--- config.mk ---
export PLATFORM = sky130hd
export DESIGN_NAME = bfa_ram
export DESIGN_NICKNAME = d
export VERILOG_FILES = /design/src/design/bitmap_frame_allocator_top_macros.svh /design/src/design/bfa_ram.sv
export SDC_FILE = /design/constraint.sdc
export NUM_CORES = 2
export LEC_CHECK = 0
export BUFFER_PORTS_ARGS = -buffer_cell sky130_fd_sc_hd__buf_4
export CAP_MARGIN = 10
export CORE_MARGIN = 2
export CORE_UTILIZATION = 50
export CTS_CLUSTER_DIAMETER = 100
export DETAILED_ROUTE_END_ITERATION = 8
export GPL_TIMING_DRIVEN = 0
export PLACE_DENSITY = 0.65
export SETUP_SLACK_MARGIN = 0.02
export SLEW_MARGIN = 20
export SYNTH_ARGS = -nofsm -noshare
export SYNTH_HDL_FRONTEND = slang
export SYNTH_SLANG_ARGS = --single-unit
--- constraint.sdc ---
create_clock -name clock -period 10.89 [get_ports clock]
set_input_delay 1.089 -clock clock [delete_from_list [all_inputs] [get_ports clock]]
set_output_delay 1.089 -clock clock [all_outputs]
set_load 0.005 [all_outputs]
--- src/design/bitmap_frame_allocator_top_macros.svh ---
// Assertion macros of the bitmap frame allocator, used by bfa_ctrl.
`ifndef BITMAP_FRAME_ALLOCATOR_TOP_MACROS_SVH
`define BITMAP_FRAME_ALLOCATOR_TOP_MACROS_SVH

`ifndef SYNTH

// Consequent must hold in the same cycle as the antecedent.
`define BFA_CHECK_NOW(label, ante, cons) \
   label: assert property (@(posedge clock) disable iff (reset) (ante) |-> (cons)) \
      else $error("bitmap frame allocator check failed");

// Consequent must hold in the cycle after the antecedent.
`define BFA_CHECK_NEXT(label, ante, cons) \
   label: assert property (@(posedge clock) disable iff (reset) (ante) |=> (cons)) \
      else $error("bitmap frame allocator check failed");

`else

`define BFA_CHECK_NOW(label, ante, cons)
`define BFA_CHECK_NEXT(label, ante, cons)

`endif

`endif

--- src/design/bfa_ram.sv ---
// Generic single-clock RAM with one write port and one registered read port.
module bfa_ram #(
   parameter int WIDTH = 32,
   parameter int DEPTH = 128,
   localparam int AW = (DEPTH > 1) ? $clog2(DEPTH) : 1
) (
   input  logic             clock,
   input  logic             wr_en,
   input  logic [AW-1:0]    wr_addr,
   input  logic [WIDTH-1:0] wr_data,
   input  logic             rd_en,
   input  logic [AW-1:0]    rd_addr,
   output logic [WIDTH-1:0] rd_data
);

   logic [WIDTH-1:0] mem_ff [DEPTH];
   logic [WIDTH-1:0] rd_data_ff;

   // Write port.
   always_ff @(posedge clock) begin
      if (wr_en) begin
         mem_ff[wr_addr] <= wr_data;
      end
   end

   // Registered read port.
   always_ff @(posedge clock) begin
      if (rd_en) begin
         rd_data_ff <= mem_ff[rd_addr];
      end
   end

   assign rd_data = rd_data_ff;

endmodule

# Word level (Yosys, flattened, before mapping)
# Memory sizes are Yosys's and may differ from the RTL's. A register that Yosys moved wholly into a read port is not among the register bits.
# Cells that the tools add are included.
word_totals:
  ramBits: 4096
  memories: 1
  regBits: 0
mem_list:
  columns: ["name", "depth", "word_bits", "rd", "rd_clocked_by_memory_dff", "write_ports", "line", "text"]
  rows:
  - ["mem_ff", 128, 32, 1, 1, 1, "bfa_ram.sv:16", "logic [WIDTH-1:0] mem_ff [DEPTH];"]
op_classes:
  mux: 2
ops:
  columns: ["cell", "count"]
  rows:
  - ["two-way mux 1 bit", 2]

# Longest topological paths before layout
logic_depth:
  word_depth: 2
  depth_mapped: 8
  depth_no_buf: 4

# Worst setup path before layout
# No wires, ideal clock.
synth_timing:
  kind: "input to register"
  start: "in wr_en"
  end: "mem mem_ff[98][0] (enable)"
  n_path_buf: 1
  setup_slack_ns: 6.562
  path_stages: 3
  required_time_ns: 10.429
  t_arrival_ns: 3.867
  setup_ns: 0.461
  cell_sequence: "clkbuf_1 nand4_1 nor3_1"
synth_between:
  elab_chain_cells: 2
synth_rtl:
  columns: ["element", "line", "text"]
  rows:
  - ["from (decl)", "bfa_ram.sv:8", "input logic wr_en,"]
  - ["two-way mux 1 bit", "bfa_ram.sv:21", "if (wr_en) begin"]
  - ["two-way mux 1 bit (not written as such)", "bfa_ram.sv:22", "mem_ff[wr_addr] <= wr_data;"]
  - ["to (decl)", "bfa_ram.sv:16", null]
# Every way passes these cells.

==> impl_metrics.yaml <==
run_status:
  status: "complete, no violations"
synth:
  synthTopCellsByArea: "edfxtp_1, mux4_2, clkbuf_1, nor2_1, buf_2"
  synthSimpleGateAreaFrac: 0.00445
  syn_area_mm2: 0.157
  ys.warnings.count: 0
  yosysSeqAreaShare: 0.792
  synth_top_family_by_area: "multiplexers"
  synthAdderAreaFrac: 0
  syn_avg_cell_area_um2: 26.1
  synth_cells: 5990
  ys_ff_latch: 4128
  post-synth-top-area-cell: "edfxtp_1"
  muxShareOfSynthArea: 0.196
  netlist.area_leader.share: 0.792
  synth_compound_area_frac: 0
  synth_xor_area_frac: 0
  syn_nets: 6039
  synthDistinctLibCells: 16
drt:
  vias: 72400
  wl_um: 419000
  firstDrtPassIters: 6
  wl_per_cell_um: 37.2
  drc: 0
  drt_iter0_drc: 11200
  viasPerCell: 6.43
  ant_nets: 0
setup_path:
  slowest_stage: "mux4_2"
  crit_family: "multiplexers"
  worst-path-buf-inv: 5
  slowest_delay_ns: 0.77
  crit_arrival_ns: 5.65
  worstSetupEndpointType: "flip-flop"
  worst-path-max-fanout: 10
  crit_chain: "clkbuf_1, buf_2, clkbuf_2, buf_16, clkbuf_1, mux4_2, mux4_2, mux4_2, mux2_2"
  crit_top_cell: "mux4_2"
  start_kind: "input port"
  critPathKind: "in -> reg"
  crit_required_ns: 11.57
clock_network:
  cts_root_buf: "clkbuf_16"
  cts.path.max_buffers: 4
  tritoncts: "built"
  cts.clk_slew.worst_paths_ns: 0.06
  clk_latency_ns: 0.97
  cts_buffers: 410
  post_cts_resized: 0
  clkSinkCount: 4128
  htreeDepth: 5
  postCtsHoldBufs: 0
  post_cts_buffers: 0
layout:
  syn_to_final_growth_pct: 16.0
  nFillCells: 21400
  seq_area_mm2: 0.124
  final_nets: 6742
  drive_gt1_frac: 0.353
  multi_input_area_mm2: 0.0323
timing:
  clock.fmax_mhz: 202
  setup_viol: 0
  rsz0062_at_grt: "no"
  period_minus_slack_ns: 4.96
  max-slew-margin-rel: 0.215
  hold_violations: 0
  skew_ns: 0.0578
  tightest_slew_ns: 1.18
  holdWs_ns: 0.492
  tns_ns: 0
  post-route-period-util: 0.456
  finalMaxSlewViolations: 0
floorplan:
  die-area_mm2: 0.318
  fp-row-count: 205
  initial_utilization: 0.502
  chipWidth_um: 564
  coreArea_mm2: 0.312
  die_h_um: 564
  io_pins: 81
power:
  power_mw: 33.4
  ir_drop_uv: 165
  p_per_area_mw_per_mm2: 184
  p_leak_nw: 55.6
placed_design:
  dp_hpwl_um: 284000
  gp_congestion: 0.860
  io_buffers: 69
global_routing:
  grt_pass1_vias: 71900
  grt_pass1_wl_um: 577000
  antenna_found_initial: 75
  grt-ovfl-total: 0
  grt_max_degree: 129
  grt_use_total: 0.265
run:
  maxCapViolations: 0
worst_hold_path:
  hp-class: "in -> reg"
stage by stage:
step / utilization / setup slack (ns) / cell area (um2) / std cells
CTS: 0.582 / 6.04 / 181000 / 11200
global route: 0.583 / 6.04 / 182000 / 11200
floorplan: - / 6.56 / 157000 / 5990
global placement: 0.521 / 3.57 / 162000 / 10200
finish: 0.583 / 5.93 / 182000 / 11300
detailed placement: 0.539 / 5.03 / 168000 / 10400
cell usage in the layout, fill, tap and decap left out, types with 2 or more instances in the layout:
cell	count
clkinv_8	4
buf_4	72
clkinv_16	8
clkbuf_1	240
buf_12	61
nor3_2	9
inv_16	9
nand3_1	12
clkbuf_4	2
buf_6	39
mux2_2	32
buf_8	6
clkbuf_16	412
nor2b_1	7
nor2_1	3
nand4_1	3
bufinv_16	39
nand2_1	14
nor2_4	119
buf_1	40
nand2b_1	2
edfxtp_1	4128
mux4_2	1344
clkbuf_2	39
clkinvlp_4	12
clkinv_4	3
inv_6	3
buf_16	118
clkinv_1	96
diode_2	86
clkinv_2	68
buf_2	85
worst paths after layout:
kind,startpoint,endpoint,slack [ns],cells past startpoint
max,rd_addr[2],rd_data[10]$_DFFE_PP_,5.93,9
max reg2reg,mem_ff[73][10]$_DFFE_PP_,rd_data[10]$_DFFE_PP_,7.87,4
min reg2reg,mem_ff[14][14]$_DFFE_PP_,rd_data[14]$_DFFE_PP_,1.23,4
min,wr_data[28],mem_ff[76][28]$_DFFE_PP_,0.49,1
cells by family after synthesis:
group	after synthesis
simple gates	170
flops	4128
mux	1376
buf+inv	316
Yosys cell counts (all sizes together):
cell,instances
buf,134
clkbuf,182
edfxtp,4128
mux2,32
mux4,1344
nand2,14
nand2b,2
nand3,12
nand4,3
nor2,122
nor2b,7
nor3,9
or3,1
sequential cells by signal, indices dropped and copies added, names as in the netlist:
name	cells
mem_ff	4096
rd_data	32
cell type report:
type,count,area share
plain buffers,316,0.00757
clock inverters,243,0.0138
well taps,4140,0.0285
repair buffers,291,0.0302
clock buffers,507,0.0587
flip-flops and latches,4128,0.682
diodes,86,0.00118
multi-input cells,1546,0.178
layer usage:
layer  part of all wire  up-vias  global-route usage
met5            0.00045        -                   0
met4              0.041       32               0.105
met3               0.11      650              0.0585
met2               0.48     4107               0.417
met1               0.37    39600               0.366
li1                   -    28000                   -
where the power goes:
group	switching, mW	total [mW]	internal [mW]
clock	6.00	13.9	7.91
sequential	0.0190	17.6	17.6
combinational	1.19	1.87	0.677
(Power assumes the default switching activity.)
