$ cat src/design/bitmap_frame_allocator_top_macros.svh
// Assertion macros of the bitmap frame allocator, used by bfa_ctrl.
`ifndef BITMAP_FRAME_ALLOCATOR_TOP_MACROS_SVH
`define BITMAP_FRAME_ALLOCATOR_TOP_MACROS_SVH

`ifndef SYNTH

// Consequent must hold in the same cycle as the antecedent.
`define BFA_CHECK_NOW(label, ante, cons) \
   label: assert property (@(posedge clock) disable iff (reset) (ante) |-> (cons)) \
      else $error("bitmap frame allocator check failed");

// Consequent must hold in the cycle after the antecedent.
`define BFA_CHECK_NEXT(label, ante, cons) \
   label: assert property (@(posedge clock) disable iff (reset) (ante) |=> (cons)) \
      else $error("bitmap frame allocator check failed");

`else

`define BFA_CHECK_NOW(label, ante, cons)
`define BFA_CHECK_NEXT(label, ante, cons)

`endif

`endif

$ cat src/design/bfa_pkg.sv
// Shared types and constants of the bitmap frame allocator.
package bfa_pkg;

   localparam int FRAME_W  = 12;
   localparam int COUNT_W  = 13;
   localparam int STATUS_W = 2;

   // Frames that a 12-bit frame number can name.
   localparam int FRAME_LIMIT = 4096;

   localparam logic [COUNT_W-1:0] COUNT_RESET = 13'd4096;

   localparam int DEF_NUM_FRAMES = 4096;
   localparam int DEF_WORD_BITS  = 32;

   typedef enum logic {
      OP_ALLOC = 1'b0,
      OP_FREE  = 1'b1
   } opcode_type;

   typedef enum logic [STATUS_W-1:0] {
      ST_OK      = 2'd0,
      ST_ALREADY = 2'd1,
      ST_NOFREE  = 2'd2,
      ST_NOFRAME = 2'd3
   } status_type;

   typedef struct packed {
      logic [FRAME_W-1:0] frame_out;
      logic               present;
      logic               writable;
      logic               user_mode;
      status_type         status;
   } rsp_type;

endpackage

$ cat src/design/bfa_chan_if.sv
// Request and response channel interfaces of the bitmap frame allocator.
interface bfa_req_if;
   logic                            valid;
   logic                            ready;
   logic                            opcode;
   logic [bfa_pkg::FRAME_W-1:0]     page_frame;
   logic                            sys_page;
   logic                            rw_page;

   modport source (output valid, opcode, page_frame, sys_page, rw_page,
                   input ready);
   modport sink (input valid, opcode, page_frame, sys_page, rw_page,
                 output ready);
endinterface

interface bfa_rsp_if;
   logic                            valid;
   logic                            ready;
   logic [bfa_pkg::FRAME_W-1:0]     frame_out;
   logic                            present;
   logic                            writable;
   logic                            user_mode;
   logic [bfa_pkg::STATUS_W-1:0]    status;

   modport source (output valid, frame_out, present, writable, user_mode, status,
                   input ready);
   modport sink (input valid, frame_out, present, writable, user_mode, status,
                 output ready);
endinterface

$ cat src/design/bfa_ctrl.sv
// Sequencer of the allocator: bitmap clearing, word scan, free and result register.
`include "bitmap_frame_allocator_top_macros.svh"

module bfa_ctrl #(
   parameter int NUM_FRAMES = bfa_pkg::DEF_NUM_FRAMES,
   parameter int WORD_BITS  = bfa_pkg::DEF_WORD_BITS,
   localparam int NWORDS = (NUM_FRAMES + WORD_BITS - 1) / WORD_BITS,
   localparam int AW     = (NWORDS > 1) ? $clog2(NWORDS) : 1
) (
   input  logic                         clock,
   input  logic                         reset,
   input  logic [bfa_pkg::COUNT_W-1:0]  limit,
   bfa_req_if.sink                      req_ch,
   bfa_rsp_if.source                    rsp_ch,
   output logic                         ram_wr_en,
   output logic [AW-1:0]                ram_wr_addr,
   output logic [WORD_BITS-1:0]         ram_wr_data,
   output logic                         ram_rd_en,
   output logic [AW-1:0]                ram_rd_addr,
   input  logic [WORD_BITS-1:0]         ram_rd_data
);

   localparam int SPAN  = NWORDS * WORD_BITS + WORD_BITS;
   localparam int CW    = ($clog2(SPAN + 1) > bfa_pkg::COUNT_W) ?
                          $clog2(SPAN + 1) : bfa_pkg::COUNT_W;
   localparam int BIW   = $clog2(WORD_BITS);
   localparam logic [AW-1:0]        LAST_WORD = AW'(NWORDS - 1);
   localparam logic [CW-1:0]        STEP      = CW'(WORD_BITS);
   localparam logic [CW-1:0]        TOP_FRAME = CW'(NUM_FRAMES);
   localparam logic [WORD_BITS-1:0] ONE_BIT   = WORD_BITS'(1);

   typedef enum logic [5:0] {
      S_CLEAR = 6'b000001,
      S_IDLE  = 6'b000010,
      S_ASCAN = 6'b000100,
      S_FSEEK = 6'b001000,
      S_FMOD  = 6'b010000,
      S_DONE  = 6'b100000
   } state_type;

   state_type                     state_ff, state_in;
   logic [AW-1:0]                 word_ff, word_in;
   logic [CW-1:0]                 base_ff, base_in;
   logic [bfa_pkg::FRAME_W-1:0]   frame_ff, frame_in;
   logic                          kern_ff, kern_in;
   logic                          wrt_ff, wrt_in;
   bfa_pkg::rsp_type              res_ff, res_in;
   bfa_pkg::rsp_type              rsp_ff, rsp_in;
   logic                          rsp_valid_ff, rsp_valid_in;
   logic                          req_ready;
   logic                          out_free;

   logic [CW-1:0]                 limit_ext;
   logic [CW-1:0]                 remain;
   logic [CW-1:0]                 next_base;
   logic [CW-1:0]                 frame_ext;
   logic [CW-1:0]                 alloc_frame;
   logic [WORD_BITS-1:0]          valid_mask;
   logic [WORD_BITS-1:0]          free_bits;
   logic [BIW-1:0]                first_idx;
   logic [BIW-1:0]                free_idx;
   logic                          found;

   assign limit_ext   = CW'(limit);
   assign remain      = limit_ext - base_ff;
   assign next_base   = base_ff + STEP;
   assign frame_ext   = CW'(frame_ff);
   assign alloc_frame = base_ff + CW'(first_idx);
   assign free_idx    = BIW'(frame_ext - base_ff);

   // The output register can take a new item when it is empty or being emptied.
   assign out_free = !rsp_valid_ff || rsp_ch.ready;

   // Lowest free bit of the word just read, among frames below the limit.
   always_comb begin
      for (int b = 0; b < WORD_BITS; b++) begin
         valid_mask[b] = (CW'(b) < remain);
      end
      free_bits = ~ram_rd_data & valid_mask;
      first_idx = '0;
      for (int b = WORD_BITS - 1; b >= 0; b--) begin
         if (free_bits[b]) begin
            first_idx = BIW'(b);
         end
      end
      found = |free_bits;
   end

   // Next-state and memory access logic.
   always_comb begin
      state_in     = state_ff;
      word_in      = word_ff;
      base_in      = base_ff;
      frame_in     = frame_ff;
      kern_in      = kern_ff;
      wrt_in       = wrt_ff;
      res_in       = res_ff;
      rsp_in       = rsp_ff;
      rsp_valid_in = rsp_valid_ff;
      req_ready    = 1'b0;
      ram_wr_en    = 1'b0;
      ram_wr_addr  = word_ff;
      ram_wr_data  = '0;
      ram_rd_en    = 1'b0;
      ram_rd_addr  = word_ff;

      // The output register empties when the sink takes the item.
      if (rsp_ch.ready) begin
         rsp_valid_in = 1'b0;
      end

      unique case (state_ff)
         S_CLEAR: begin
            ram_wr_en = 1'b1;
            if (word_ff == LAST_WORD) begin
               word_in  = '0;
               state_in = S_IDLE;
            end else begin
               word_in = word_ff + 1'b1;
            end
         end

         S_IDLE: begin
            req_ready = 1'b1;
            if (req_ch.valid) begin
               frame_in = req_ch.page_frame;
               kern_in  = req_ch.sys_page;
               wrt_in   = req_ch.rw_page;
               word_in  = '0;
               base_in  = '0;
               res_in   = '{frame_out: '0, present: 1'b0, writable: 1'b0,
                            user_mode: 1'b0, status: bfa_pkg::ST_OK};
               if (req_ch.opcode == bfa_pkg::OP_ALLOC) begin
                  if (req_ch.page_frame != '0) begin
                     res_in.frame_out = req_ch.page_frame;
                     res_in.status    = bfa_pkg::ST_ALREADY;
                     state_in         = S_DONE;
                  end else if (limit == '0) begin
                     res_in.status = bfa_pkg::ST_NOFREE;
                     state_in      = S_DONE;
                  end else begin
                     ram_rd_en   = 1'b1;
                     ram_rd_addr = '0;
                     state_in    = S_ASCAN;
                  end
               end else begin
                  if (req_ch.page_frame == '0) begin
                     res_in.status = bfa_pkg::ST_NOFRAME;
                     state_in      = S_DONE;
                  end else if (CW'(req_ch.page_frame) >= TOP_FRAME) begin
                     state_in = S_DONE;
                  end else begin
                     state_in = S_FSEEK;
                  end
               end
            end
         end

         S_ASCAN: begin
            // Read the following word while this one is examined.
            ram_rd_en   = 1'b1;
            ram_rd_addr = word_ff + 1'b1;
            if (found) begin
               ram_wr_en   = 1'b1;
               ram_wr_data = ram_rd_data | (ONE_BIT << first_idx);
               res_in      = '{frame_out: alloc_frame[bfa_pkg::FRAME_W-1:0],
                               present: 1'b1, writable: wrt_ff, user_mode: ~kern_ff,
                               status: bfa_pkg::ST_OK};
               state_in    = S_DONE;
            end else if (next_base >= limit_ext) begin
               res_in.status = bfa_pkg::ST_NOFREE;
               state_in      = S_DONE;
            end else begin
               word_in = word_ff + 1'b1;
               base_in = next_base;
            end
         end

         S_FSEEK: begin
            if (frame_ext < next_base) begin
               ram_rd_en = 1'b1;
               state_in  = S_FMOD;
            end else begin
               word_in = word_ff + 1'b1;
               base_in = next_base;
            end
         end

         S_FMOD: begin
            ram_wr_en   = 1'b1;
            ram_wr_data = ram_rd_data & ~(ONE_BIT << free_idx);
            state_in    = S_DONE;
         end

         S_DONE: begin
            if (out_free) begin
               rsp_valid_in = 1'b1;
               rsp_in       = res_ff;
               state_in     = S_IDLE;
            end
         end

         default: begin
            state_in = S_IDLE;
         end
      endcase
   end

   // Control registers.
   always_ff @(posedge clock) begin
      if (reset) begin
         state_ff     <= S_CLEAR;
         word_ff      <= '0;
         rsp_valid_ff <= 1'b0;
      end else begin
         state_ff     <= state_in;
         word_ff      <= word_in;
         rsp_valid_ff <= rsp_valid_in;
      end
   end

   // Payload registers.
   always_ff @(posedge clock) begin
      base_ff  <= base_in;
      frame_ff <= frame_in;
      kern_ff  <= kern_in;
      wrt_ff   <= wrt_in;
      res_ff   <= res_in;
      rsp_ff   <= rsp_in;
   end

   assign req_ch.ready     = req_ready;
   assign rsp_ch.valid     = rsp_valid_ff;
   assign rsp_ch.frame_out = rsp_ff.frame_out;
   assign rsp_ch.present   = rsp_ff.present;
   assign rsp_ch.writable  = rsp_ff.writable;
   assign rsp_ch.user_mode = rsp_ff.user_mode;
   assign rsp_ch.status    = rsp_ff.status;

   `BFA_CHECK_NOW(a_alloc_below_limit, state_ff == S_ASCAN && found, alloc_frame < limit_ext)
   `BFA_CHECK_NOW(a_alloc_sets_one_bit, state_ff == S_ASCAN && found, $onehot(ram_wr_data ^ ram_rd_data))
   `BFA_CHECK_NOW(a_free_clears_one_bit, state_ff == S_FMOD, $onehot0(ram_wr_data ^ ram_rd_data))
   `BFA_CHECK_NOW(a_no_rw_collision, ram_wr_en && ram_rd_en, ram_wr_addr != ram_rd_addr)
   `BFA_CHECK_NEXT(a_result_loaded, state_ff == S_DONE && out_free, rsp_valid_ff && rsp_ff == $past(res_ff))

endmodule

$ cat src/flat_wrapper.sv
// flat-port wrapper written by rule: the top's interface ports become plain ports
module bfa_ctrl_flat 
#(
   parameter int NUM_FRAMES = bfa_pkg::DEF_NUM_FRAMES,
   parameter int WORD_BITS  = bfa_pkg::DEF_WORD_BITS,
   localparam int NWORDS = (NUM_FRAMES + WORD_BITS - 1) / WORD_BITS,
   localparam int AW     = (NWORDS > 1) ? $clog2(NWORDS) : 1
)
  (clock, reset, limit, ram_wr_en, ram_wr_addr, ram_wr_data, ram_rd_en, ram_rd_addr, ram_rd_data, req_ch_valid, req_ch_opcode, req_ch_page_frame, req_ch_sys_page, req_ch_rw_page, req_ch_ready, rsp_ch_valid, rsp_ch_frame_out, rsp_ch_present, rsp_ch_writable, rsp_ch_user_mode, rsp_ch_status, rsp_ch_ready);
  bfa_req_if req_ch_i ();
  bfa_rsp_if rsp_ch_i ();
  input  logic clock;
  input  logic reset;
  input  logic [bfa_pkg::COUNT_W-1:0] limit;
  output logic ram_wr_en;
  output logic [AW-1:0] ram_wr_addr;
  output logic [WORD_BITS-1:0] ram_wr_data;
  output logic ram_rd_en;
  output logic [AW-1:0] ram_rd_addr;
  input  logic [WORD_BITS-1:0] ram_rd_data;
  input wire logic [$bits(req_ch_i.valid)-1:0] req_ch_valid;
  input wire logic [$bits(req_ch_i.opcode)-1:0] req_ch_opcode;
  input wire logic [$bits(req_ch_i.page_frame)-1:0] req_ch_page_frame;
  input wire logic [$bits(req_ch_i.sys_page)-1:0] req_ch_sys_page;
  input wire logic [$bits(req_ch_i.rw_page)-1:0] req_ch_rw_page;
  output wire logic [$bits(req_ch_i.ready)-1:0] req_ch_ready;
  output wire logic [$bits(rsp_ch_i.valid)-1:0] rsp_ch_valid;
  output wire logic [$bits(rsp_ch_i.frame_out)-1:0] rsp_ch_frame_out;
  output wire logic [$bits(rsp_ch_i.present)-1:0] rsp_ch_present;
  output wire logic [$bits(rsp_ch_i.writable)-1:0] rsp_ch_writable;
  output wire logic [$bits(rsp_ch_i.user_mode)-1:0] rsp_ch_user_mode;
  output wire logic [$bits(rsp_ch_i.status)-1:0] rsp_ch_status;
  input wire logic [$bits(rsp_ch_i.ready)-1:0] rsp_ch_ready;
  assign req_ch_i.valid = req_ch_valid;
  assign req_ch_i.opcode = req_ch_opcode;
  assign req_ch_i.page_frame = req_ch_page_frame;
  assign req_ch_i.sys_page = req_ch_sys_page;
  assign req_ch_i.rw_page = req_ch_rw_page;
  assign req_ch_ready = req_ch_i.ready;
  assign rsp_ch_valid = rsp_ch_i.valid;
  assign rsp_ch_frame_out = rsp_ch_i.frame_out;
  assign rsp_ch_present = rsp_ch_i.present;
  assign rsp_ch_writable = rsp_ch_i.writable;
  assign rsp_ch_user_mode = rsp_ch_i.user_mode;
  assign rsp_ch_status = rsp_ch_i.status;
  assign rsp_ch_i.ready = rsp_ch_ready;
  bfa_ctrl #(.NUM_FRAMES(NUM_FRAMES), .WORD_BITS(WORD_BITS)) u_core (.clock(clock), .reset(reset), .limit(limit), .req_ch(req_ch_i), .rsp_ch(rsp_ch_i), .ram_wr_en(ram_wr_en), .ram_wr_addr(ram_wr_addr), .ram_wr_data(ram_wr_data), .ram_rd_en(ram_rd_en), .ram_rd_addr(ram_rd_addr), .ram_rd_data(ram_rd_data));
endmodule
$ cat config.mk
export PLATFORM = sky130hd
export DESIGN_NAME = bfa_ctrl_flat
export DESIGN_NICKNAME = d
export VERILOG_FILES = /design/src/design/bfa_pkg.sv /design/src/design/bfa_chan_if.sv /design/src/design/bfa_ctrl.sv /design/src/flat_wrapper.sv
export VERILOG_INCLUDE_DIRS = /design/src /design/src/design
export SDC_FILE = /design/constraint.sdc
export NUM_CORES = 1
export LEC_CHECK = 0
export ABC_CLOCK_PERIOD_IN_PS = 10600
export BUFFER_PORTS_ARGS = -buffer_cell sky130_fd_sc_hd__buf_2
export CAP_MARGIN = 10
export CORE_MARGIN = 2
export CORE_UTILIZATION = 40
export CTS_BUF_LIST = sky130_fd_sc_hd__clkbuf_8
export DETAILED_ROUTE_END_ITERATION = 16
export PLACE_DENSITY_LB_ADDON = 0.08
export SETUP_SLACK_MARGIN = 0.2
export SLEW_MARGIN = 20
export SYNTH_ARGS = -nofsm -noshare
export SYNTH_HDL_FRONTEND = slang
export SYNTH_SLANG_ARGS = --single-unit
$ cat constraint.sdc
create_clock -name clock -period 10.6 [get_ports clock]
set_clock_uncertainty 0.15 [all_clocks]
set_input_delay 1.06 -clock clock [delete_from_list [all_inputs] [get_ports clock]]
set_output_delay 1.06 -clock clock [all_outputs]
set_load 0.01 [all_outputs]
# ---- Word-level counts from Yosys, hierarchy flattened
# Cells that the tools add are included.
dict set report word_totals {
  register_bits 75
  input_bits 64
  out_inout_bits 67
}
dict set report classes {
  add_sub_neg 5
  n_lt_le_gt_ge 34
  eq_ne 16
  shift 2
  muxes 84
  bitwise 6
  reduce_logical 17
}
# op n
set op_table {}
lappend op_table {{$lt 5x13->1 const A} 16}
lappend op_table {{$mux 5} 32}
lappend op_table {{$lt 4x13->1 const A} 8}
lappend op_table {{$and 32x32->32} 2}
lappend op_table {{$not 32->32} 2}
lappend op_table {{$pmux 32 s2} 1}
lappend op_table {{$shl 1x5->32 const A} 2}
lappend op_table {{$mux 7} 9}
lappend op_table {{$mux 6} 10}
lappend op_table {{$lt 3x13->1 const A} 4}
lappend op_table {{$mux 13} 4}
lappend op_table {{$pmux 13 s3} 1}
lappend op_table {{$pmux 6 s6} 1}
lappend op_table {{$pmux 17 s2} 1}
lappend op_table {{$mux 32} 1}
lappend op_table {{$or 32x32->32} 1}
lappend op_table {{$reduce_or 32->1} 1}
lappend op_table {{$pmux 7 s4} 1}
lappend op_table {{$lt 1x13->1 const A} 2}
lappend op_table {{$lt 2x13->1 const A} 2}
lappend op_table {{$mux 12} 2}
lappend op_table {{$mux 17} 1}
lappend op_table {{$mux 15} 1}
lappend op_table {{$reduce_and 5->1} 3}
lappend op_table {{other kinds (34)} 56}

# ---- Depth between registers and ports, before layout
# Gate-level depths: netlist of run 1.
dict set report depth {
  word_depth 39
  mapped_depth 17
  ltp_nobuf 13
}

# ---- Least setup slack after synthesis of run 1
# No wires, ideal clock.
dict set report synth_path {
  path_kind {input to output}
  start {input port limit[5] in the netlist's numbering}
  end {output port ram_wr_data[8]}
  arrival_time_ns 4.391
  setup_slack_ns 4.999
  path_stages 13
  path_buffers 2
  path_cell_list {inv_1 > ha_1 > nor2b_1 > o21a_2 > o21a_1 > or4_1 > buf_2 > o41a_1 > or4b_1 > o211ai_2 > buf_6 > a31oi_1 > o41ai_2}
}
dict set report synth_between {
  elab_chain_cells 39
  elab_cells_between_ends 71
  cone_classes {add/sub (1); order compare (32); shift (1); mux (34); bitwise (2); reduce/logical (1)}
}
# element line
set synth_rtl {}
lappend synth_rtl {{from (decl)} flat_wrapper.sv:14} ;# input logic [bfa_pkg::COUNT_W-1:0] limit;
lappend synth_rtl {{$sub 13x13->13 *} bfa_ctrl.sv:65} ;# assign remain = limit_ext - base_ff;
lappend synth_rtl {{$lt 5x13->1} bfa_ctrl.sv:77} ;# valid_mask[b] = (CW'(b) < remain);
lappend synth_rtl {{$and 32x32->32 *} bfa_ctrl.sv:79} ;# free_bits = ~ram_rd_data & valid_mask;
lappend synth_rtl {{$mux 5 (32 in a row)} bfa_ctrl.sv:82} ;# if (free_bits[b]) begin
lappend synth_rtl {{$shl 1x5->32} bfa_ctrl.sv:165} ;# ram_wr_data = ram_rd_data | (ONE_BIT << first_idx);
lappend synth_rtl {{$or 32x32->32} bfa_ctrl.sv:165}
lappend synth_rtl {{$mux 32 *} bfa_ctrl.sv:163} ;# if (found) begin
lappend synth_rtl {{$pmux 32 s2 *} bfa_ctrl.sv:112} ;# unique case (state_ff)
lappend synth_rtl {{to (decl)} flat_wrapper.sv:17} ;# output logic [WORD_BITS-1:0] ram_wr_data;
# Mark *: on every way between the ends. The rest lies on a longest branch, timed or not.

# ---- Worst setup path after layout of run 1
dict set report layout_path {
  start {input port limit[5] in the netlist's numbering}
  end {output port ram_wr_data[27]}
}
# Same word-level chain as after synthesis.

==> qor.yml, run 1 <==
cells_and_area:
  fin_nets: 914
  fin_area_um2: 6910
  n_antenna_cell: 0
  drive_above_1_share_pct: 23.0
  syn_to_final_growth_pct: 15.7
  stdcell_count: 1013
sta:
  rsz0062_at_grt: "false"
  fin_setup_tns_ns: 0
  post-route-period-util_pct: 62.3
  drv_slew: 0
  fin_ws_ns: 4.00
  finalHoldViolations: 0
  max_slew_margin_pct: 29.2
  final.min_clock_period_ns: 6.60
  finalSetupViolations: 0
  fmax_ghz: 0.151
  tightest_slew_ns: 1.06
floorplanning:
  core_area_um2: 14600
  die_x_um: 126
  die_area_um2: 15900
  num_rows: 44
  ioPinCount: 131
  initial_core_util_pct: 40.9
  die_h_um: 126
synth:
  synth_top_area_share_pct: 28.2
  synth_seq_area_share_pct: 32.8
  synth_nets: 803
  yosysWarnings: 0
  synthArstFlopShare_pct: 0
  synth_top_area_cell: "edfxtp_1"
  syn-instance-count: 713
  synth_flop_cell: "edfxtp_1"
  synthTopCellsByCount: "a21oi_1 (65), o21ai_0 (63), edfxtp_1 (56)"
  yosys.cell_types.count: 82
  synth_edf_count: 56
  netlist_top_cells_area: "edfxtp_1 (28%), a21oi_1 (5.4%), ha_1 (5.4%), o21ai_0 (5.3%), dfxtp_1 (4.7%)"
  synth_area_per_cell_um2: 8.38
  synthMostInstantiatedCell: "a21oi_1"
  synth_seq_cells: 70
  netlist_area_um2: 5970
pwr:
  p_seq_share_pct: 48.1
  switching_share_pct: 31.4
  p_leak_nw: 2.88
  p_sw_mw: 0.199
  worst_ir_drop_vdd_uv: 44.6
  internal_power_mw: 0.436
  pwr_density_cell_nw_per_um2: 92.0
  p_clk_share_pct: 31.3
  combPwrFrac_pct: 20.5
route:
  drt_wl_total_um: 19800
  viasPerCell: 6.16
  wl_per_cell_um: 19.5
  antenna_left: 0
  drc: 0
  drt_iter0_markers: 537
  dr.pass1.iters: 5
  dr_total_vias: 6237
setup_path:
  crit_path_start_kind: "input pin"
  worstReg2RegEnd: "u_core.res_ff[9]$_DFFE_PP_"
  cp.arrival_ns: 5.39
  critical_path.endpoint_type: "output port"
  crit_path_max_fanout: 40
  r2r-start: "u_core.base_ff[5]$_SDFFCE_PP0P_"
  r2r_slack_ns: 5.20
  worstPathRequired_ns: 9.39
  crit_path_end: "ram_wr_data[27]"
  r2r_cells: 12
  crit_start: "limit[5]"
  critical_path_class: "input pin to output port"
clocking:
  clk_pin_slew_ns: 0.08
  clockBufferDepth: 2
  post_cts_resized: 0
  cts_setup_buffers: 0
  cts_sinks: 70
  hold_buffers: 0
  htree_levels: 3
  clk_latency_ns: 0.36
  cts_tree: "yes"
  cts-root-buf: "clkbuf_8"
  numCtsBuffers: 9
placed_design:
  gp_congestion: 0.945
  place_area_um2: 6730
  hpwl_um: 15500
  pre_cts_ws_ns: 4.08
  dp.cells: 997
  io_buffers: 130
global_route:
  grt_max_degree: 47
  antenna_found_initial: 0
  grt_pass1_wl_um: 31100
  overflow: 0
  grt_pass1_vias: 5716
  grt_usage_pct: 24.5
outcome:
  status: "finished clean"
job:
  cap_violations: 0
min_path:
  hp-class: "flip-flop to flip-flop"
## registers in the layout, summed over array words and instances, names as in the netlist
name,flops
u_core.kern_ff,1
u_core.ram_wr_addr,7
u_core.res_ff,17
u_core.rsp_ch.present,1
u_core.rsp_ch.writable,1
u_core.frame_ff,12
u_core.rsp_ch.valid,1
u_core.state_ff,6
u_core.rsp_ch.user_mode,1
u_core.rsp_ch.status,2
u_core.base_ff,8
u_core.wrt_ff,1
u_core.rsp_ch.frame_out,12
## critical path, cell delays in order
cell	delay [ns]
buf_2	0.11
inv_1	0.06
ha_1	0.31
nor2b_1	0.15
o21a_2	0.25
o31ai_1	0.34
o22a_1	0.17
buf_4	0.34
nand4_1	0.20
a211oi_1	0.65
nand4_2	0.39
o21a_1	0.67
o21ai_0	0.34
o21ai_0	0.16
buf_2	0.17
## worst min-delay path by stage
stage	from	endpoint	depth (start not counted)
5_1_grt	u_core.res_ff[3]$_SDFFCE_PN0P_	u_core.rsp_ch.writable$_DFFE_PP_	0
3_3_place_gp	u_core.res_ff[2]$_SDFFCE_PN0P_	u_core.rsp_ch.user_mode$_DFFE_PP_	0
2_1_floorplan	u_core.res_ff[5]$_DFFE_PP_	u_core.rsp_ch.frame_out[0]$_DFFE_PP_	0
4_1_cts	u_core.res_ff[3]$_SDFFCE_PN0P_	u_core.rsp_ch.writable$_DFFE_PP_	0
3_5_place_dp	u_core.res_ff[14]$_DFFE_PP_	u_core.rsp_ch.frame_out[9]$_DFFE_PP_	0
6_report	u_core.res_ff[10]$_DFFE_PP_	u_core.rsp_ch.frame_out[5]$_DFFE_PP_	0
## cell usage in the layout (no fill, tap or decap), drive strengths merged, types with 12 or more instances in the layout
cell	n
a31oi	16
o21ai	71
edfxtp	56
o22ai	12
o21a	13
nor2	49
dfxtp	14
inv	51
nand3	27
ha	26
nand2	50
a21oi	65
nor4	15
buf	135
nor3	15
## final cells by class
type	count	area [um^2]
fillers	1443	7680
multi-input cells	559	3660
flip-flops and latches	70	1960
repair buffers	135	696
well taps	184	230
inverters	49	184
clock buffers	9	124
clock inverters	7	56.3
## routing by layer
| layer | GRT usage (%) | wire [um] | up-vias |
|---|---|---|---|
| li1 | - | - | 2976 |
| met1 | 34.2 | 9000 | 2944 |
| met2 | 39.3 | 9120 | 285 |
| met3 | 3.31 | 1140 | 32 |
| met4 | 8.14 | 505 | 0 |
| met5 | 0 | 0 | - |
## cell families (layout without fill, tap and decap cells)
logic type	Yosys count	in the layout	synth area share [%]
DFF	70	70	32.8
muxes	3	3	0.586
and+or+nand+nor	243	243	22.2
adders and majority gates	26	26	5.45
xor gates and xnor gates	10	10	1.47
buffers and inverters	84	200	6.01
AOI/OAI and AO/OA	277	277	31.4
## through the flow
stage,power [mW],utilization (%),hold WS [ns]
2_1_floorplan,0.391,-,0.250
3_3_place_gp,0.438,46.0,0.254
3_5_place_dp,0.440,46.1,0.255
4_1_cts,0.638,47.4,0.274
5_1_grt,0.664,47.4,0.282
6_report,0.636,47.4,0.274
## power by group through the flow
| stage | clock, mW | combinational [mW] | sequential (mW) |
|---|---|---|---|
| floorplan | 0 | 0.0789 | 0.312 |
| global placement | 0 | 0.126 | 0.312 |
| detailed placement | 0 | 0.128 | 0.312 |
| CTS | 0.204 | 0.129 | 0.306 |
| global route | 0.214 | 0.143 | 0.307 |
| finish | 0.199 | 0.131 | 0.306 |
(Power assumes the default switching activity.)
==> inputs of run 2 (changes only) <==
Settings changed: ABC_CLOCK_PERIOD_IN_PS 10600 to 6700.
Clock period 10.6 ns to 6.7 ns, I/O delays scaled along.
==> qor.yml, run 2 (synthesis gave the netlist of run 1 again) <==
outcome:
  status: "finished clean"
placed_design:
  gp_congestion: 0.888
  hpwl_um: 15900
  pre_cts_ws_ns: 0.626
  io_buffers: 130
  place_area_um2: 6750
clocking:
  cts_tree: "yes"
  cts-root-buf: "clkbuf_8"
  clk_latency_ns: 0.35
  htree_levels: 3
  clk_pin_slew_ns: 0.08
  cts_setup_buffers: 0
  numCtsBuffers: 9
  clockBufferDepth: 2
  cts_sinks: 70
cells_and_area:
  top_register: "u_core.res_ff"
  syn_to_final_growth_pct: 16.7
  final_cell_mix: "buf_2 (130), a21oi_1 (65), o21ai_0 (63)"
  final_common_cell: "buf_2"
  drive_above_1_share_pct: 23.4
  fin_nets: 917
  largest_reg_flops: 17
  n_antenna_cell: 0
  fin_area_um2: 6970
sta:
  drv_slew: 0
  finalSetupViolations: 0
  rsz0062_at_grt: "false"
  hold_ws_ns: 0.269
  tightest_slew_ns: 0.937
  final.min_clock_period_ns: 6.11
  finalHoldViolations: 0
  post-route-period-util_pct: 91.2
  fin_ws_ns: 0.591
  fmax_ghz: 0.164
  fin_setup_tns_ns: 0
  max_slew_margin_pct: 37.6
pwr:
  internal_power_mw: 0.725
  switching_share_pct: 29.8
  p_sw_mw: 0.308
  p_leak_nw: 2.90
  combPwrFrac_pct: 20.2
  p_seq_share_pct: 46.9
  pwr_density_cell_nw_per_um2: 148
  worst_ir_drop_vdd_uv: 72.0
  p_clk_share_pct: 32.9
  total_power_mw: 1.03
global_route:
  grt_max_degree: 47
  grt_pass1_wl_um: 31900
  grt_pass1_vias: 5836
  overflow: 0
  antenna_found_initial: 0
  grt_usage_pct: 25.2
setup_path:
  worstPathRequired_ns: 5.88
  worstReg2RegEnd: "u_core.base_ff[9]$_SDFFCE_PP0P_"
  crit_path_start_kind: "flip-flop"
  cp.arrival_ns: 5.29
  r2r_cells: 13
  crit_chain: "inv_1 -> ha_1 -> nor2b_1 -> o21a_2 -> o31ai_1 -> o22a_1 -> buf_4 -> a31oi_1 -> nor4_1 -> nand4_2 -> o21a_1 -> buf_8 -> o21ai_0 -> o21ai_0 -> buf_2"
  crit_path_top_delay_cell: "edfxtp_1"
  crit_top_cell: "o21ai_0"
  r2r_slack_ns: 1.32
  crit_path_end: "ram_wr_data[13]"
  critical_path_class: "flip-flop to output port"
  cpPeakStageDelay_ns: 0.54
  critical_path.endpoint_type: "output port"
  crit_start: "u_core.base_ff[5]$_SDFFCE_PP0P_"
  crit_path_max_fanout: 34
  r2r-start: "u_core.base_ff[5]$_SDFFCE_PP0P_"
floorplanning:
  ioPinCount: 131
  die_h_um: 126
  die_area_um2: 15900
  die_x_um: 126
  core_area_um2: 14600
  num_rows: 44
  initial_core_util_pct: 40.9
route:
  drt_wl_total_um: 20500
  drc: 0
  dr.pass1.iters: 5
  drt_iter0_markers: 518
  antenna_left: 0
  viasPerCell: 6.17
  dr_total_vias: 6269
  wl_per_cell_um: 20.2
min_path:
  hp-class: "flip-flop to flip-flop"
job:
  cap_violations: 0
-- run 2: changes by cell type in the layout (fill, tap and decap cells not counted) --
cell,delta
a211oi_1,-1
buf_8,+1
a221oi_2,+1
inv_6,-2
clkinv_1,+1
a211oi_2,+1
a221oi_1,-1
bufinv_16,+1
buf_4,+2
-- run 2: repair_timing --
| item | CTS | global route |
|---|---|---|
| hold buffers | 0 | 0 |
| resized for setup | 0 | 2 |
| endpoints found under the setup margin | 0 | 2 |
-- run 2: power by group through the flow --
stage	Sequential, mW	Clock (mW)	Combinational (mW)
after floorplan	0.494	0	0.125
after global placement	0.493	0	0.203
after detailed placement	0.494	0	0.204
after CTS	0.484	0.347	0.205
after global routing	0.486	0.364	0.229
final	0.485	0.340	0.208
-- run 2: area by class of cell --
type | instances | area [um^2]
flip-flops and latches | 70 | 1960
repair buffers | 138 | 726
clock buffers | 9 | 124
well taps | 184 | 230
fillers | 1438 | 7620
inverters | 49 | 184
multi-input cells | 559 | 3670
clock inverters | 7 | 72.6
-- run 2: stage by stage --
stage / util (%) / instances
2_1_floorplan: - / 713
6_report: 47.8 / 1016
5_1_grt: 47.8 / 1016
4_1_cts: 47.6 / 1015
3_3_place_gp: 46.1 / 998
3_5_place_dp: 46.2 / 999
-- run 2: worst min-delay path by stage --
| stage | startpoint | endpoint | slack [ns] | cells after the start |
|---|---|---|---|---|
| 2_1_floorplan | u_core.res_ff[5]$_DFFE_PP_ | u_core.rsp_ch.frame_out[0]$_DFFE_PP_ | 0.25 | 0 |
| 3_3_place_gp | u_core.res_ff[1]$_DFFE_PP_ | u_core.rsp_ch.status[1]$_DFFE_PP_ | 0.25 | 0 |
| 3_5_place_dp | u_core.res_ff[0]$_SDFFCE_PP0P_ | u_core.rsp_ch.status[0]$_DFFE_PP_ | 0.26 | 0 |
| 4_1_cts | u_core.res_ff[1]$_DFFE_PP_ | u_core.rsp_ch.status[1]$_DFFE_PP_ | 0.27 | 0 |
| 5_1_grt | u_core.res_ff[0]$_SDFFCE_PP0P_ | u_core.rsp_ch.status[0]$_DFFE_PP_ | 0.28 | 0 |
| 6_report | u_core.res_ff[1]$_DFFE_PP_ | u_core.rsp_ch.status[1]$_DFFE_PP_ | 0.27 | 0 |
-- run 2: layer usage --
layer | vias to the layer above | GRT usage (%) | part of all wire, % | routed length, um
li1 | 2986 | - | - | -
met1 | 2954 | 36.1 | 45 | 9280
met2 | 297 | 40.1 | 46 | 9470
met3 | 32 | 2.51 | 6.4 | 1320
met4 | 0 | 7.76 | 2.1 | 421
met5 | - | 0 | 0 | 0
-- run 2: critical path, delay by kind of cell, from the launching register on --
| kind | cells | cell delay [ns] |
|---|---|---|
| AOI/OAI and AO/OA | 7 | 2.01 |
| adders and majority gates | 1 | 0.34 |
| buffers and inverters | 4 | 0.98 |
| DFF | 1 | 0.54 |
| and+or+nand+nor | 3 | 1.02 |
==> inputs of run 3 (changes only) <==
Settings changed: PLACE_DENSITY_LB_ADDON 0.08 to 0.1.
==> qor.yml, run 3 (synthesis gave the netlist of run 1 again) <==
outcome:
  status: "finished clean"
cells_and_area:
  utilization_pct: 47.5
  syn_to_final_growth_pct: 16.0
  drive_above_1_share_pct: 23.4
  top_register: "u_core.res_ff"
  final_cell_mix: "buf_2 (130), a21oi_1 (65), o21ai_0 (63)"
  final_common_cell: "buf_2"
  n_antenna_cell: 0
  stdcell_count: 1016
  fin_nets: 917
  nFillCells: 1460
  largest_reg_flops: 17
sta:
  drv_slew: 0
  tightest_slew_ns: 0.890
  max_slew_margin_pct: 40.7
  post-route-period-util_pct: 88.5
  fin_setup_tns_ns: 0
  final.min_clock_period_ns: 5.93
  rsz0062_at_grt: "false"
  fmax_ghz: 0.169
  finalSetupViolations: 0
  finalHoldViolations: 0
floorplanning:
  die_h_um: 126
  num_rows: 44
  die_area_um2: 15900
  initial_core_util_pct: 40.9
  core_area_um2: 14600
  ioPinCount: 131
  die_x_um: 126
clocking:
  clk_pin_slew_ns: 0.08
  cts_tree: "yes"
  post_cts_resized: 0
  clk_latency_ns: 0.35
  cts_sinks: 70
  cts-root-buf: "clkbuf_8"
  htree_levels: 3
  cts_setup_buffers: 0
  numCtsBuffers: 9
  hold_buffers: 0
  clockBufferDepth: 2
route:
  drt_iter0_markers: 696
  drc: 0
  dr_total_vias: 6302
  antenna_left: 0
  wl_per_cell_um: 20.3
  viasPerCell: 6.20
  drt_wl_total_um: 20600
  dr.pass1.iters: 8
pwr:
  p_clk_share_pct: 31.3
  pwr_density_cell_nw_per_um2: 145
  p_sw_mw: 0.316
  combPwrFrac_pct: 20.7
  switching_share_pct: 31.4
  p_leak_nw: 2.89
  total_power_mw: 1.01
  worst_ir_drop_vdd_uv: 80.4
  internal_power_mw: 0.692
  p_seq_share_pct: 48.0
global_route:
  grt_usage_pct: 25.2
  grt_max_degree: 47
  grt_pass1_vias: 5841
  grt_pass1_wl_um: 31900
  overflow: 0
  antenna_found_initial: 0
placed_design:
  io_buffers: 130
  gp_congestion: 0.903
  hpwl_um: 16000
  dp.cells: 999
setup_path:
  r2r-start: "u_core.base_ff[5]$_SDFFCE_PP0P_"
  crit_path_start_kind: "flip-flop"
  r2r_slack_ns: 1.40
  r2r_cells: 12
  worstReg2RegEnd: "u_core.base_ff[9]$_SDFFCE_PP0P_"
  critical_path_class: "flip-flop to output port"
  crit_path_max_fanout: 40
  cp.arrival_ns: 5.11
  worstPathRequired_ns: 5.88
  critical_path.endpoint_type: "output port"
min_path:
  hp-class: "flip-flop to flip-flop"
  hp-start: "u_core.res_ff[0]$_SDFFCE_PP0P_"
  hold_depth: 0
  min_to: "u_core.rsp_ch.status[0]$_DFFE_PP_"
job:
  cap_violations: 0
-- run 3: cell count changes in the layout (fill, tap and decap cells not counted), sizes merged --
cell and delta:
inv +3, clkinv -2, bufinv -1
-- run 3: worst max path at each step --
stage	from	end	slack (ns)	cells after the start
floorplan	limit[5]	ram_wr_data[8]	1.88	13
global placement	limit[5]	ram_wr_data[12]	0.88	15
detailed placement	limit[5]	ram_wr_data[12]	0.86	14
CTS	u_core.base_ff[5]$_SDFFCE_PP0P_	ram_wr_data[12]	0.63	13
global route	u_core.base_ff[5]$_SDFFCE_PP0P_	ram_wr_data[13]	0.42	14
finish	u_core.base_ff[5]$_SDFFCE_PP0P_	ram_wr_data[13]	0.77	14
-- run 3: layer usage --
metal	track usage (%)	routed length [um]	vias to the layer above	part of all wire (%)
met5	0	0	-	0
li1	-	-	2976	-
met2	40.3	9320	333	45
met4	8.34	570	0	2.8
met3	3.10	1400	51	6.8
met1	35.4	9320	2942	45
-- run 3: worst max-delay path, cell delays in order (launching register included) --
cell and delay [ns]:
edfxtp_1 0.51, inv_1 0.18, ha_1 0.34, nor2b_1 0.15, o21a_2 0.25, o31ai_1 0.31
o22a_1 0.17, buf_4 0.35, nand3_1 0.38, a22o_1 0.34, or4b_1 0.49, o211ai_2 0.42
a21oi_1 0.27, o21ai_0 0.38, buf_2 0.21
-- run 3: power groups by stage --
| stage | Clock (mW) | Combinational [mW] | Sequential [mW] |
|---|---|---|---|
| after floorplan | 0 | 0.125 | 0.494 |
| after global placement | 0 | 0.204 | 0.493 |
| after detailed placement | 0 | 0.204 | 0.494 |
| after CTS | 0.320 | 0.205 | 0.484 |
| after global routing | 0.337 | 0.228 | 0.485 |
| final | 0.315 | 0.209 | 0.484 |
-- run 3: stage by stage --
| stage | hold slack (ns) | instance area (um^2) | setup WS, ns |
|---|---|---|---|
| 2_1_floorplan | 0.250 | 5970 | 1.88 |
| 3_3_place_gp | 0.252 | 6740 | 0.878 |
| 3_5_place_dp | 0.255 | 6740 | 0.863 |
| 4_1_cts | 0.273 | 6920 | 0.626 |
| 5_1_grt | 0.282 | 6930 | 0.421 |
| 6_report | 0.272 | 6930 | 0.767 |
-- run 3: area by class of cell --
| cell class | instances | area (um^2) | share of cell area [%] |
|---|---|---|---|
| multi-input combinational | 559 | 3660 | 52.8 |
| clock buffer | 9 | 124 | 1.79 |
| sequential | 70 | 1960 | 28.3 |
| clock inverter | 7 | 55.1 | 0.795 |
| tap | 184 | 230 | 3.32 |
| timing repair buffer | 138 | 714 | 10.3 |
| inverter | 49 | 184 | 2.65 |
